$ cat src/rtl/mpwc_pkg.sv
// Shared types, codes and constants of the multichannel pulse-width capture block.
package mpwc_pkg;

  localparam int CHANNELS_DEF   = 8;
  localparam int STAMP_BITS_DEF = 16;

  localparam int CH_W    = 3;
  localparam int STAMP_W = 16;
  localparam int WIDTH_W = 16;
  localparam int JUMP_W  = 16;
  localparam int MASK_W  = 8;
  localparam int CFG_IDX_W  = 2;
  localparam int CFG_DATA_W = 16;

  localparam logic [JUMP_W-1:0] MAX_JUMP_RST = 16'd2000;
  localparam logic [MASK_W-1:0] ENABLE_RST   = 8'd127;

  localparam logic [CFG_IDX_W-1:0] REG_MAX_JUMP = 2'd0;
  localparam logic [CFG_IDX_W-1:0] REG_ENABLE   = 2'd1;

  typedef enum logic [2:0] {
    ST_RISE     = 3'd0,
    ST_ACCEPT   = 3'd1,
    ST_WRAP     = 3'd2,
    ST_JUMP     = 3'd3,
    ST_DISABLED = 3'd4
  } status_t;

  // Classification of one event, as the front hands it to the back.
  typedef struct packed {
    logic [CH_W-1:0] channel;
    logic            in_range;
    logic            disabled;
  } ev_tag_t;

endpackage

$ cat src/rtl/mpwc_front.sv
// Front part: accepts capture events, classifies them and queues them for the back part.
module mpwc_front #(
  parameter int CHANNELS   = mpwc_pkg::CHANNELS_DEF,
  parameter int STAMP_BITS = mpwc_pkg::STAMP_BITS_DEF
) (
  input  logic                          clk,
  input  logic                          rst,
  input  logic                          in_valid,
  output logic                          in_stall,
  input  logic [mpwc_pkg::CH_W-1:0]     channel,
  input  logic [mpwc_pkg::STAMP_W-1:0]  stamp,
  input  logic [mpwc_pkg::MASK_W-1:0]   enable_mask,
  output logic                          q_valid,
  output mpwc_pkg::ev_tag_t             q_tag,
  output logic [STAMP_BITS-1:0]         q_stamp,
  input  logic                          q_pop
);

  localparam int QDEPTH = 2;

  mpwc_pkg::ev_tag_t       tag_mem   [QDEPTH];
  logic [STAMP_BITS-1:0]   stamp_mem [QDEPTH];
  logic                    wr_ptr;
  logic                    rd_ptr;
  logic [1:0]              count;
  mpwc_pkg::ev_tag_t       tag_in;
  logic                    push;

  always_comb begin
    tag_in.channel  = channel;
    tag_in.in_range = (32'(channel) < CHANNELS);
    tag_in.disabled = !tag_in.in_range || !enable_mask[channel];
  end

  assign in_stall = (count == 2'(QDEPTH));
  assign push     = in_valid && !in_stall;
  assign q_valid  = (count != 2'd0);
  assign q_tag    = tag_mem[rd_ptr];
  assign q_stamp  = stamp_mem[rd_ptr];

  always_ff @(posedge clk) begin
    if (rst) begin
      wr_ptr <= 1'b0;
      rd_ptr <= 1'b0;
      count  <= 2'd0;
    end else begin
      if (push) begin
        wr_ptr <= !wr_ptr;
      end
      if (q_pop) begin
        rd_ptr <= !rd_ptr;
      end
      if (push && !q_pop) begin
        count <= count + 2'd1;
      end else if (!push && q_pop) begin
        count <= count - 2'd1;
      end
    end
  end

  always_ff @(posedge clk) begin
    if (push) begin
      tag_mem[wr_ptr]   <= tag_in;
      stamp_mem[wr_ptr] <= STAMP_BITS'(stamp);
    end
  end

endmodule

$ cat src/rtl/mpwc_back.sv
// Back part: per-channel read-modify-write of phase, rise stamp and width, plus the result register.
module mpwc_back #(
  parameter int CHANNELS   = mpwc_pkg::CHANNELS_DEF,
  parameter int STAMP_BITS = mpwc_pkg::STAMP_BITS_DEF
) (
  input  logic                          clk,
  input  logic                          rst,
  input  logic                          q_valid,
  input  mpwc_pkg::ev_tag_t             q_tag,
  input  logic [STAMP_BITS-1:0]         q_stamp,
  output logic                          q_pop,
  input  logic [mpwc_pkg::JUMP_W-1:0]   max_jump,
  output logic                          out_valid,
  input  logic                          out_stall,
  output logic [mpwc_pkg::CH_W-1:0]     out_channel,
  output logic [2:0]                    event_status,
  output logic [mpwc_pkg::WIDTH_W-1:0]  width
);

  localparam int IDX_W = (CHANNELS > 1) ? $clog2(CHANNELS) : 1;
  localparam int CMP_W = (STAMP_BITS > mpwc_pkg::JUMP_W) ? STAMP_BITS : mpwc_pkg::JUMP_W;

  logic                    awaiting_fall [CHANNELS];
  logic [STAMP_BITS-1:0]   rise_stamp    [CHANNELS];
  logic [STAMP_BITS-1:0]   pulse_width   [CHANNELS];

  logic [IDX_W-1:0]        idx;
  logic                    rd_aw;
  logic [STAMP_BITS-1:0]   rd_rise;
  logic [STAMP_BITS-1:0]   rd_pw;
  logic [STAMP_BITS-1:0]   new_w;
  logic [STAMP_BITS-1:0]   diff;
  mpwc_pkg::status_t       status_next;
  logic [STAMP_BITS-1:0]   width_next;
  logic                    upd;
  mpwc_pkg::status_t       status_reg;

  assign q_pop = q_valid && (!out_valid || !out_stall);
  assign idx   = IDX_W'(q_tag.channel);
  assign upd   = q_pop && !q_tag.disabled;

  always_comb begin
    rd_aw   = 1'b0;
    rd_rise = '0;
    rd_pw   = '0;
    if (q_tag.in_range) begin
      rd_aw   = awaiting_fall[idx];
      rd_rise = rise_stamp[idx];
      rd_pw   = pulse_width[idx];
    end
    new_w = q_stamp - rd_rise;
    diff  = (new_w >= rd_pw) ? (new_w - rd_pw) : (rd_pw - new_w);
    width_next = rd_pw;
    if (q_tag.disabled) begin
      status_next = mpwc_pkg::ST_DISABLED;
    end else if (!rd_aw) begin
      status_next = mpwc_pkg::ST_RISE;
    end else if (!(q_stamp > rd_rise)) begin
      status_next = mpwc_pkg::ST_WRAP;
    end else if (CMP_W'(diff) < CMP_W'(max_jump)) begin
      status_next = mpwc_pkg::ST_ACCEPT;
      width_next  = new_w;
    end else begin
      status_next = mpwc_pkg::ST_JUMP;
    end
  end

  always_ff @(posedge clk) begin
    if (rst) begin
      for (int c = 0; c < CHANNELS; c++) begin
        awaiting_fall[c] <= 1'b0;
        rise_stamp[c]    <= '0;
        pulse_width[c]   <= '0;
      end
    end else if (upd) begin
      awaiting_fall[idx] <= !rd_aw;
      if (!rd_aw) begin
        rise_stamp[idx] <= q_stamp;
      end
      pulse_width[idx] <= width_next;
    end
  end

  always_ff @(posedge clk) begin
    if (rst) begin
      out_valid <= 1'b0;
    end else if (q_pop) begin
      out_valid <= 1'b1;
    end else if (!out_stall) begin
      out_valid <= 1'b0;
    end
  end

  always_ff @(posedge clk) begin
    if (q_pop) begin
      out_channel <= q_tag.channel;
      status_reg  <= status_next;
      width       <= mpwc_pkg::WIDTH_W'(width_next);
    end
  end

  assign event_status = status_reg;

endmodule

$ cat src/rtl/multichannel_pulse_width_capture.sv
// Top level of the multichannel pulse-width capture block: configuration registers and the two parts.
//
//   channel   direction  handshake             payload
//   in        in         in_valid / in_stall   channel, stamp
//   out       out        out_valid / out_stall out_channel, event_status, width
//   cfg       in         cfg_valid / cfg_ready cfg_index, cfg_data
//
// One event per cycle is sustained while out_stall is low. An accepted event is written into the
// queue and, when it is popped, carried through the channel read-modify-write into the result
// register. The per-channel state is read and written back when the event is popped, so events
// of the same channel may follow each other directly. Synchronous reset clears phase, stamps,
// widths, the queue and loads the register reset values. An output stall holds the result and,
// once the two-entry queue fills, raises in_stall. cfg_ready is always high.
module multichannel_pulse_width_capture #(
  parameter int CHANNELS   = mpwc_pkg::CHANNELS_DEF,
  parameter int STAMP_BITS = mpwc_pkg::STAMP_BITS_DEF
) (
  input  logic                              clk,
  input  logic                              rst,
  input  logic                              in_valid,
  output logic                              in_stall,
  input  logic [mpwc_pkg::CH_W-1:0]         channel,
  input  logic [mpwc_pkg::STAMP_W-1:0]      stamp,
  output logic                              out_valid,
  input  logic                              out_stall,
  output logic [mpwc_pkg::CH_W-1:0]         out_channel,
  output logic [2:0]                        event_status,
  output logic [mpwc_pkg::WIDTH_W-1:0]      width,
  input  logic                              cfg_valid,
  output logic                              cfg_ready,
  input  logic [mpwc_pkg::CFG_IDX_W-1:0]    cfg_index,
  input  logic [mpwc_pkg::CFG_DATA_W-1:0]   cfg_data
);

  logic [mpwc_pkg::JUMP_W-1:0] max_jump;
  logic [mpwc_pkg::MASK_W-1:0] enable_mask;
  logic                        q_valid;
  logic                        q_pop;
  mpwc_pkg::ev_tag_t           q_tag;
  logic [STAMP_BITS-1:0]       q_stamp;

  assign cfg_ready = 1'b1;

  always_ff @(posedge clk) begin
    if (rst) begin
      max_jump    <= mpwc_pkg::MAX_JUMP_RST;
      enable_mask <= mpwc_pkg::ENABLE_RST;
    end else if (cfg_valid && cfg_ready) begin
      case (cfg_index)
        mpwc_pkg::REG_MAX_JUMP: max_jump    <= cfg_data;
        mpwc_pkg::REG_ENABLE:   enable_mask <= cfg_data[mpwc_pkg::MASK_W-1:0];
        default: ;
      endcase
    end
  end

  mpwc_front #(
    .CHANNELS   (CHANNELS),
    .STAMP_BITS (STAMP_BITS)
  ) u_front (
    .clk         (clk),
    .rst         (rst),
    .in_valid    (in_valid),
    .in_stall    (in_stall),
    .channel     (channel),
    .stamp       (stamp),
    .enable_mask (enable_mask),
    .q_valid     (q_valid),
    .q_tag       (q_tag),
    .q_stamp     (q_stamp),
    .q_pop       (q_pop)
  );

  mpwc_back #(
    .CHANNELS   (CHANNELS),
    .STAMP_BITS (STAMP_BITS)
  ) u_back (
    .clk          (clk),
    .rst          (rst),
    .q_valid      (q_valid),
    .q_tag        (q_tag),
    .q_stamp      (q_stamp),
    .q_pop        (q_pop),
    .max_jump     (max_jump),
    .out_valid    (out_valid),
    .out_stall    (out_stall),
    .out_channel  (out_channel),
    .event_status (event_status),
    .width        (width)
  );

`ifndef SYNTHESIS
  // A full queue always has an event for the back part.
  a_stall_has_work: assert property (@(posedge clk) disable iff (rst)
    in_stall |-> q_valid)
    else $error("input stalled with an empty queue");

  // An accepted event is queued on the next cycle.
  a_push_queued: assert property (@(posedge clk) disable iff (rst)
    (in_valid && !in_stall) |=> q_valid)
    else $error("accepted event missing from the queue");

  // Only channels that exist can report anything other than disabled.
  a_status_range: assert property (@(posedge clk) disable iff (rst)
    (out_valid && (event_status != mpwc_pkg::ST_DISABLED)) |-> (32'(out_channel) < CHANNELS))
    else $error("non-disabled result for a channel that does not exist");
`endif

endmodule

$ cat config.mk
export PLATFORM = sky130hd
export DESIGN_NAME = multichannel_pulse_width_capture
export DESIGN_NICKNAME = d
export VERILOG_FILES = /design/src/rtl/mpwc_pkg.sv /design/src/rtl/mpwc_front.sv /design/src/rtl/mpwc_back.sv /design/src/rtl/multichannel_pulse_width_capture.sv
export SDC_FILE = /design/constraint.sdc
export NUM_CORES = 1
export LEC_CHECK = 0
export BUFFER_PORTS_ARGS = -buffer_cell sky130_fd_sc_hd__buf_2
export CAP_MARGIN = 20
export CELL_PAD_IN_SITES_DETAIL_PLACEMENT = 1
export CELL_PAD_IN_SITES_GLOBAL_PLACEMENT = 1
export CORE_ASPECT_RATIO = 0.5
export CORE_MARGIN = 5
export CORE_UTILIZATION = 35
export CTS_CLUSTER_DIAMETER = 150
export CTS_CLUSTER_SIZE = 16
export DETAILED_ROUTE_END_ITERATION = 6
export GPL_TIMING_DRIVEN = 0
export PLACE_DENSITY_LB_ADDON = 0.1
export SLEW_MARGIN = 0
export SYNTH_ARGS = -nofsm -noshare
export SYNTH_HDL_FRONTEND = slang
export SYNTH_SLANG_ARGS = --single-unit
$ cat constraint.sdc
create_clock -name clk -period 11.2 [get_ports clk]
set_clock_uncertainty 0.1 [all_clocks]
set_input_delay 1.12 -clock clk [delete_from_list [all_inputs] [get_ports clk]]
set_output_delay 1.12 -clock clk [all_outputs]
set_load 0.1 [all_outputs]
# --- Word-level counts from Yosys, hierarchy flattened ---
# Memories as Yosys holds them, arrays and structs flattened. A register that Yosys moved wholly into a read port is not among the register bits.
# Cells that the tools add are included.
classes:
  addsub: 5
  magnitude_cmp: 4
  n_eq_ne: 3
  mux: 41
  n_bitwise: 2
  n_reduce_logical: 26
ops:
  columns: ["cell", "n"]
  rows:
  - ["$mux W16", 9]
  - ["$sub A16 B16 Y16", 3]
  - ["$reduce_or A16 Y1", 2]
  - ["$mux W1", 23]
  - ["$ge A16 B16 Y1", 1]
  - ["$gt A16 B16 Y1", 1]
  - ["$lt A16 B16 Y1", 1]
  - ["$mux W3", 5]
  - ["$logic_not A1 Y1", 10]
  - ["$mux W2", 3]
  - ["$logic_and A1 B1 Y1", 5]
  - ["$lt A3 B4 Y1 const B", 1]
  - ["$reduce_and A2 Y1", 2]
  - ["$reduce_bool A2 Y1", 2]
  - ["$bmux W1 S3", 1]
  - ["$reduce_or A3 Y1", 1]
  - ["$add A2 B1 Y2 const B", 1]
  - ["$eq A2 B1 Y1 const B", 1]
  - ["$eq A2 B2 Y1 const B", 1]
  - ["$logic_not A2 Y1", 1]
  - ["$ne A2 B1 Y1 const B", 1]
  - ["$not A1 Y1", 2]
  - ["$reduce_or A2 Y1", 1]
  - ["$sub A2 B1 Y2 const B", 1]
  - ["2 further kinds", 2]
totals:
  reg_bits: 51
  ram_bits: 304
  out_inout_bits: 25
  wordCells: 97
  memories: 5
memory_table:
  columns: ["memory", "depth", "width", "rd", "rd_clocked_by_memory_dff", "write_ports", "line", "text"]
  rows:
  - ["u_back.pulse_width", 8, 16, 1, 0, 8, "mpwc_back.sv:25", "logic [STAMP_BITS-1:0] pulse_width [CHANNELS];"]
  - ["u_back.rise_stamp", 8, 16, 1, 0, 8, "mpwc_back.sv:24", "logic [STAMP_BITS-1:0] rise_stamp [CHANNELS];"]
  - ["u_front.stamp_mem", 2, 16, 1, 1, 1, "mpwc_front.sv:22", "logic [STAMP_BITS-1:0] stamp_mem [QDEPTH];"]
  - ["u_back.awaiting_fall", 8, 1, 1, 0, 8, "mpwc_back.sv:23", "logic awaiting_fall [CHANNELS];"]
  - ["u_front.tag_mem", 2, 4, 1, 1, 1, "mpwc_front.sv:21", "mpwc_pkg::ev_tag_t tag_mem [QDEPTH];"]

# --- Logic depth before layout (Yosys ltp) ---
# Gate-level depths: netlist (run 1).
# An unclocked memory read counts as a cell.
logic_depth:
  word_depth: 11
  mapped_depth: 38
  depth_no_buf: 30

# --- Cells and area by module ---
# From an unflattened synthesis (run 1), not the netlist that was laid out.
unflattened:
  hier_cells: 1423
  hier_area_um2: 17531.8
modules_own_cells:
  columns: ["mod", "instances", "cells_each", "area_each_um2"]
  rows:
  - ["mpwc_back", 1, 1225, 14764.2]
  - ["mpwc_front", 1, 92, 1726.7]
  - ["multichannel_pulse_width_capture", 1, 106, 1041.0]

# --- Worst setup path after synthesis (run 1) ---
# OpenSTA, ideal clock, no wires.
synth_path:
  path_type: "register to register"
  from: "register with a tool-made name"
  to: "memory u_back.pulse_width[0][13] (netlist bit), data pin"
  setup_ns: 0.275
  arrival_ns: 7.688
  t_required_ns: 10.825
  slack_ns: 3.137
  path_stages_with_launch: 33
  path_buffers: 7
  synth_period_minus_slack_ns: 8.063
  cell_sequence: "dfxtp_1 -> buf_4 -> mux2i_1 -> clkbuf_1 -> clkbuf_1 -> clkbuf_1 -> buf_1 -> o221ai_1 -> a22oi_1 -> ha_1 -> inv_1 -> fa_1 -> a211oi_1 -> o211ai_1 -> and2_1 -> a21oi_1 -> xor2_1 -> inv_1 -> ha_1 -> clkbuf_1 -> o21a_1 -> o211ai_1 -> a32o_1 -> a21oi_2 -> buf_2 -> mux2_2 -> ha_1 -> a2111oi_0 -> o31ai_1 -> a211oi_1 -> nand4_4 -> mux2i_1 -> nor2_1"
synth_rtl:
  columns: ["element", "line"]
  rows:
  - ["to (decl)", "mpwc_back.sv:25"]

==> results of run 1 <==
[worst reg2reg max path: cells and delay by family (launching register included)]
family,cells,cell delay [ns]
adders and majority gates,3,1.04
AOI/OAI and AO/OA,10,3.21
xor gates and xnor gates,1,0.63
muxes,3,1.35
DFF,1,0.36
and+or+nand+nor,5,0.93
buffers and inverters,10,2.87
[area by class of cell]
cell class / instances / area share, %
Clock inverter: 2 / 0.163
Sequential cell: 356 / 52.0
Clock buffer: 46 / 3.63
Multi-Input combinational cell: 1077 / 32.9
Buffer: 76 / 1.67
Timing Repair Buffer: 89 / 3.64
Inverter: 98 / 1.84
Tap cell: 660 / 4.13
[state kept, by name, summed over array words and instances (netlist names), named ones only]
signal,count
enable_mask,8
max_jump,16
u_back.awaiting_fall,8
u_back.event_status,3
u_back.out_channel,3
u_back.out_valid,1
u_back.pulse_width,128
u_back.rise_stamp,128
u_back.width,16
u_front.count,2
u_front.rd_ptr,1
u_front.stamp_mem,32
u_front.tag_mem,8
u_front.wr_ptr,1
[path summary, 6_finish.rpt]
| path | start | endpoint | cells past startpoint |
|---|---|---|---|
| worst max-delay path | register | u_back.pulse_width[7][15]$_SDFFCE_PN0P_ | 32 |
| worst min-delay path | max_jump[15]$_SDFFE_PP0P_ | max_jump[15]$_SDFFE_PP0P_ | 2 |
| worst max register to register | register | u_back.pulse_width[7][15]$_SDFFCE_PN0P_ | 32 |
| worst min register to register | max_jump[15]$_SDFFE_PP0P_ | max_jump[15]$_SDFFE_PP0P_ | 2 |
[repair_timing]
action | 4_1_cts | 5_1_grt
hold buffers | 0 | 0
gates resized for setup | 15 | 16
cloned | 0 | 0
setup endpoints to repair | 145 | 144
[routing by layer]
metal	vias up	routed length (um)	track usage (%)
met4	0	1300	4.37
met2	343	27300	34.5
li1	5970	-	-
met5	-	0	0
met3	76	3320	3.01
met1	6756	29100	31.6
[cell usage after synthesis, types with 4 or more instances]
| cell type | number |
|---|---|
| a211o_1 | 8 |
| o21a_1 | 10 |
| dfxtp_1 | 30 |
| o221ai_1 | 6 |
| a21oi_1 | 87 |
| inv_2 | 12 |
| a21o_1 | 12 |
| nand3b_1 | 9 |
| buf_1 | 11 |
| and3_1 | 15 |
| ha_1 | 63 |
| xor2_1 | 19 |
| a221oi_1 | 24 |
| mux2_4 | 9 |
| nand2b_1 | 28 |
| inv_1 | 85 |
| a31oi_1 | 14 |
| nor2_1 | 305 |
| nand4_1 | 5 |
| clkbuf_1 | 58 |
| nor3_1 | 4 |
| mux4_2 | 5 |
| a22oi_1 | 10 |
| nand2_1 | 204 |
| edfxtp_1 | 326 |
| nand3_1 | 34 |
| o22a_1 | 11 |
| mux2i_1 | 42 |
| nor2b_1 | 5 |
| a311oi_1 | 18 |
| xnor2_1 | 9 |
| o211ai_1 | 4 |
| a211oi_1 | 20 |
| o21ai_0 | 33 |
| buf_2 | 5 |
| mux2_2 | 11 |
| o22ai_1 | 6 |
| and2_1 | 4 |
[cells by family after synthesis]
kind of cell | after synthesis | share of synthesized area, %
adder cells (fa/ha/maj) | 66 | 4.82
XOR/XNOR | 28 | 1.39
multiplexers | 70 | 4.84
AND/OR/NAND/NOR | 627 | 15.0
buffers and inverters | 176 | 3.90
flip-flops | 356 | 59.1
other | 1 | 0.0213
AO/OA/AOI/OAI | 285 | 10.9
[per-stage QoR]
stage,TNS [ns],area [um2],hold slack (ns)
after floorplan,0,17600,0.332
after global placement,-128.81,18700,0.343
after detailed placement,-147.50,18900,0.349
after CTS,0,19700,0.360
after global routing,0,20000,0.378
final,0,20000,0.359
==> out/results.txt, run 1 <==
initial antenna violation count: 1
Final ANT Viol Nets: 0
layout cells sized above 1: 11.1%
slowest library cell on the worst path: xor2_1
clock sink count: 356
R2R Setup Slk: 0.43 ns
Worst setup SP type: register
number of max-cap violations: 0
post-CTS setup buffers: 0
relative slew slack: 21.8%
drt wl/cell: 25.4 um
setup slack after layout: 0.434 ns
commonest cells after routing, fill and taps aside: edfxtp_1 (326), nor2_1 (304), nand2_1 (204), a21oi_1 (87), inv_1 (85)
Synth Register Bits: 356
Arrival @ worst endpoint: 10.98 ns
GPL Wtd Cong: 0.864
max incr delay on CP: 0.63 ns
Mapped Cells: 1609
type of element capturing the critical path: register
Worst Tran Pin Value: 1.14 ns
ant diodes: 0
CTS tree: yes
vias in the first global route: 13.4k
final core occ: 40.0%
syn avg cell area: 10.9 um2
placed cell count: 2347
Total GRT Usage: 21.6%
CP Buf/Inv Count: 10
CP most frequent cell: ha_1
Layout Cells excl Fill: 2404
CP max FO: 10
Via Count: 13.1k
Rows: 58
Yosys cell types: 68
Synth Cell Area: 0.0176 mm2
Final Hold Fails: 0
Register Area: 0.0104 mm2
Ys Warns: 0
FFs w/ async S/R, synth: 0%
Detailed Place HPWL: 44500 um
# fillers: 5470
first-pass GRT wire length: 88700 um
period utilisation layout: 96.1%
area leader, netlist: edfxtp_1
max-slew violation count: 0
gr ovfl total: 0
Crit path required time: 11.41 ns
multi-input combinational cell area: 0.00658 mm2
port bufs: 65
top cells by area, synth: edfxtp_1 (56%), nor2_1 (6.5%), ha_1 (4.5%), nand2_1 (4.4%), dfxtp_1 (3.4%)
H-tree Lvls: 1
RSZ-0062 raised after global routing: no
worst-skew pair later-pin latency: 0.58 ns
critical path type: reg2reg
Vias/cell: 5.47
most common cell after layout, fill and taps aside: edfxtp_1
Tmin final: 10.77 ns
Die Y: 169 um
pre-CTS worst setup slack: -1.34 ns
Synth top area share: 55.7%
Root Driver: clkbuf_16
Initial Util: 35.2%
Clock Path Buffers: 3
die area: 0.0551 mm2
WL final: 61000 um
Clock Pin Slew Worst Setup and Hold Paths: 0.08 ns
# DRC: 0
# IOs: 67
initial drt markers: 1067
Core Area: 0.0500 mm2
cell family with most CP delay: compound AO/OA/AOI/OAI gates
Seq/Total Area, Yosys: 59.1%
area delta synth->final: 13.6%
FMAX: 92.9 MHz
Synth Flop Type: edfxtp_1
Die Wd: 327 um
Hold WC Path Type: reg2reg
nets: 1832
syn nets: 1717
largest net degree at the start of global routing: 21
1st-pass router iterations: 5
Num CTS Buffers: 26
setup violators final: 0
status: completed
Post-synth EDFFs: 326
Power of run 1 is left out: the tool's default activity adds up to more than one toggle a clock period on the data nets, which glitch-free logic cannot reach.
==> run 2: changes to the inputs <==
--- a/config.mk
+++ b/config.mk
@@ -12,6 +12,7 @@
 export CORE_ASPECT_RATIO = 0.5
 export CORE_MARGIN = 5
 export CORE_UTILIZATION = 35
+export CTS_BUF_LIST = sky130_fd_sc_hd__clkbuf_2 sky130_fd_sc_hd__clkbuf_4 sky130_fd_sc_hd__clkbuf_8
 export CTS_CLUSTER_DIAMETER = 150
 export CTS_CLUSTER_SIZE = 16
 export DETAILED_ROUTE_END_ITERATION = 6
==> run 2 against run 1 <==
  * Global-route usage is essentially flat
  * Cell count unchanged
  * Sequential cell count stayed put
  * Wire length barely moved
  * Critical path depth down 1
  * First-iteration DRC count grew 8.4%
  * Die area unchanged
  * Sequential share of layout area increased by 0.59 points
  * Core utilization is 0.45 points lower
  * Register-to-register slack better by 0.03 ns
  * Worst setup slack better by 0.029 ns
  * Critical endpoint unchanged
  * Largest cell class unchanged
==> out/results.txt, run 2 (synthesis results as in run 1) <==
nets: 1832
Tmin final: 10.74 ns
GPL Wtd Cong: 0.864
# DRC: 0
Via Count: 13.1k
WL final: 61000 um
area delta synth->final: 12.4%
Total GRT Usage: 21.6%
Core Area: 0.0500 mm2
Num CTS Buffers: 26
post-route cell area: 0.0198 mm2
layout cells sized above 1: 12.2%
most common cell after layout, fill and taps aside: edfxtp_1
status: completed
Die Wd: 327 um
Layout Cells excl Fill: 2404
Final ANT Viol Nets: 0
commonest cells after routing, fill and taps aside: edfxtp_1 (326), nor2_1 (304), nand2_1 (204), a21oi_1 (87), inv_1 (85)
max-slew violation count: 0
drt wl/cell: 25.4 um
CP Depth: 31
setup TNS: 0 ns
CTS tree: yes
busiest grt layer: met2
Arrival @ worst endpoint: 11.00 ns
gr ovfl total: 0
Die Y: 169 um
largest registers: u_back.pulse_width: 128 flops, u_back.rise_stamp: 128 flops, u_front.stamp_mem: 32 flops
# IOs: 67
initial drt markers: 1157
Clock Path Buffers: 3
worst-skew pair later-pin latency: 0.67 ns
Initial Util: 35.2%
hold path endpoint: max_jump[15]$_SDFFE_PP0P_
final core occ: 39.5%
port bufs: 65
placed cell count: 2347
first-pass GRT wire length: 88600 um
Crit path required time: 11.47 ns
Root Driver: clkbuf_8
R2R depth: 31
vias in the first global route: 13.4k
max incr delay on CP: 0.56 ns
slowest library cell on the worst path: xor2_1
CP max FO: 10
FMAX: 93.1 MHz
clock sink count: 356
Worst setup SP type: register
Crit Reg-Reg Endpoint: u_back.pulse_width[7][15]$_SDFFCE_PN0P_
met1 global-route usage: 31.5%
relative slew slack: 22.0%
hold path depth: 2
Vias/cell: 5.45
Detailed Place HPWL: 44500 um
hold path startpoint: max_jump[15]$_SDFFE_PP0P_
1st-pass router iterations: 5
initial antenna violation count: 1
RSZ-0062 raised after global routing: no
dpl cell area: 0.0189 mm2
Hold WC Path Type: reg2reg
Rows: 58
die area: 0.0551 mm2
GR Util met3: 3.11%
met2 Use GR: 34.5%
CP most frequent cell: ha_1
Worst Tran Pin Value: 1.14 ns
largest net degree at the start of global routing: 21
Clock Pin Slew Worst Setup and Hold Paths: 0.12 ns
CP Buf/Inv Count: 8
type of element capturing the critical path: register
hold_buf cts: 0
cell family with most CP delay: compound AO/OA/AOI/OAI gates
H-tree Lvls: 1
number of max-cap violations: 0
ant diodes: 0
critical path type: reg2reg
R2R Setup Slk: 0.46 ns
Final Hold Fails: 0
period utilisation layout: 95.9%
post-CTS setup buffers: 0
setup violators final: 0
-- run 2: layer usage --
layer / vias to the layer above / wire length (um)
li1: 5958 / -
met1: 6770 / 29100
met2: 311 / 27400
met3: 67 / 3210
met4: 0 / 1250
met5: - / 0
-- run 2: cell type report --
| cell class | instances | area [um2] |
|---|---|---|
| Buffer | 76 | 332 |
| Clock buffer | 46 | 508 |
| Clock inverter | 2 | 25.0 |
| Fill cell | 5491 | 30200 |
| Inverter | 98 | 368 |
| Multi-Input combinational cell | 1077 | 6580 |
| Sequential cell | 356 | 10400 |
| Tap cell | 660 | 826 |
| Timing Repair Buffer | 89 | 731 |
-- run 2: worst reg2reg max path, delay by kind of cell (launching register included) --
kind	cells	cell delay [ns]
DFF	1	0.38
muxes	3	1.14
buffers and inverters	8	2.68
xor gates and xnor gates	1	0.56
AOI/OAI and AO/OA	10	3.22
adders and majority gates	4	1.36
and+or+nand+nor	5	0.98
-- run 2: how the worst max path moves through the flow --
stage,end,slack [ns]
floorplan,u_back.pulse_width[0][13]$_SDFFCE_PN0P_,3.14
global placement,u_back.pulse_width[3][13]$_SDFFCE_PN0P_,-1.14
detailed placement,u_back.pulse_width[3][13]$_SDFFCE_PN0P_,-1.34
CTS,u_back.pulse_width[7][15]$_SDFFCE_PN0P_,0.02
global route,u_back.pulse_width[7][15]$_SDFFCE_PN0P_,0.005
finish,u_back.pulse_width[7][15]$_SDFFCE_PN0P_,0.46
-- run 2: repair_timing --
action                                  in CTS  in global routing
pin swaps                                    0                  0
gates resized for setup                     15                 15
endpoints found under the setup margin     145                144
-- run 2: metrics by stage --
step	hold WS [ns]	setup WS (ns)
3_3_place_gp	0.343	-1.14
4_1_cts	0.365	0.0171
3_5_place_dp	0.349	-1.34
6_report	0.363	0.463
2_1_floorplan	0.332	3.14
5_1_grt	0.383	0.00494
Power of run 2 is left out for the same reason.
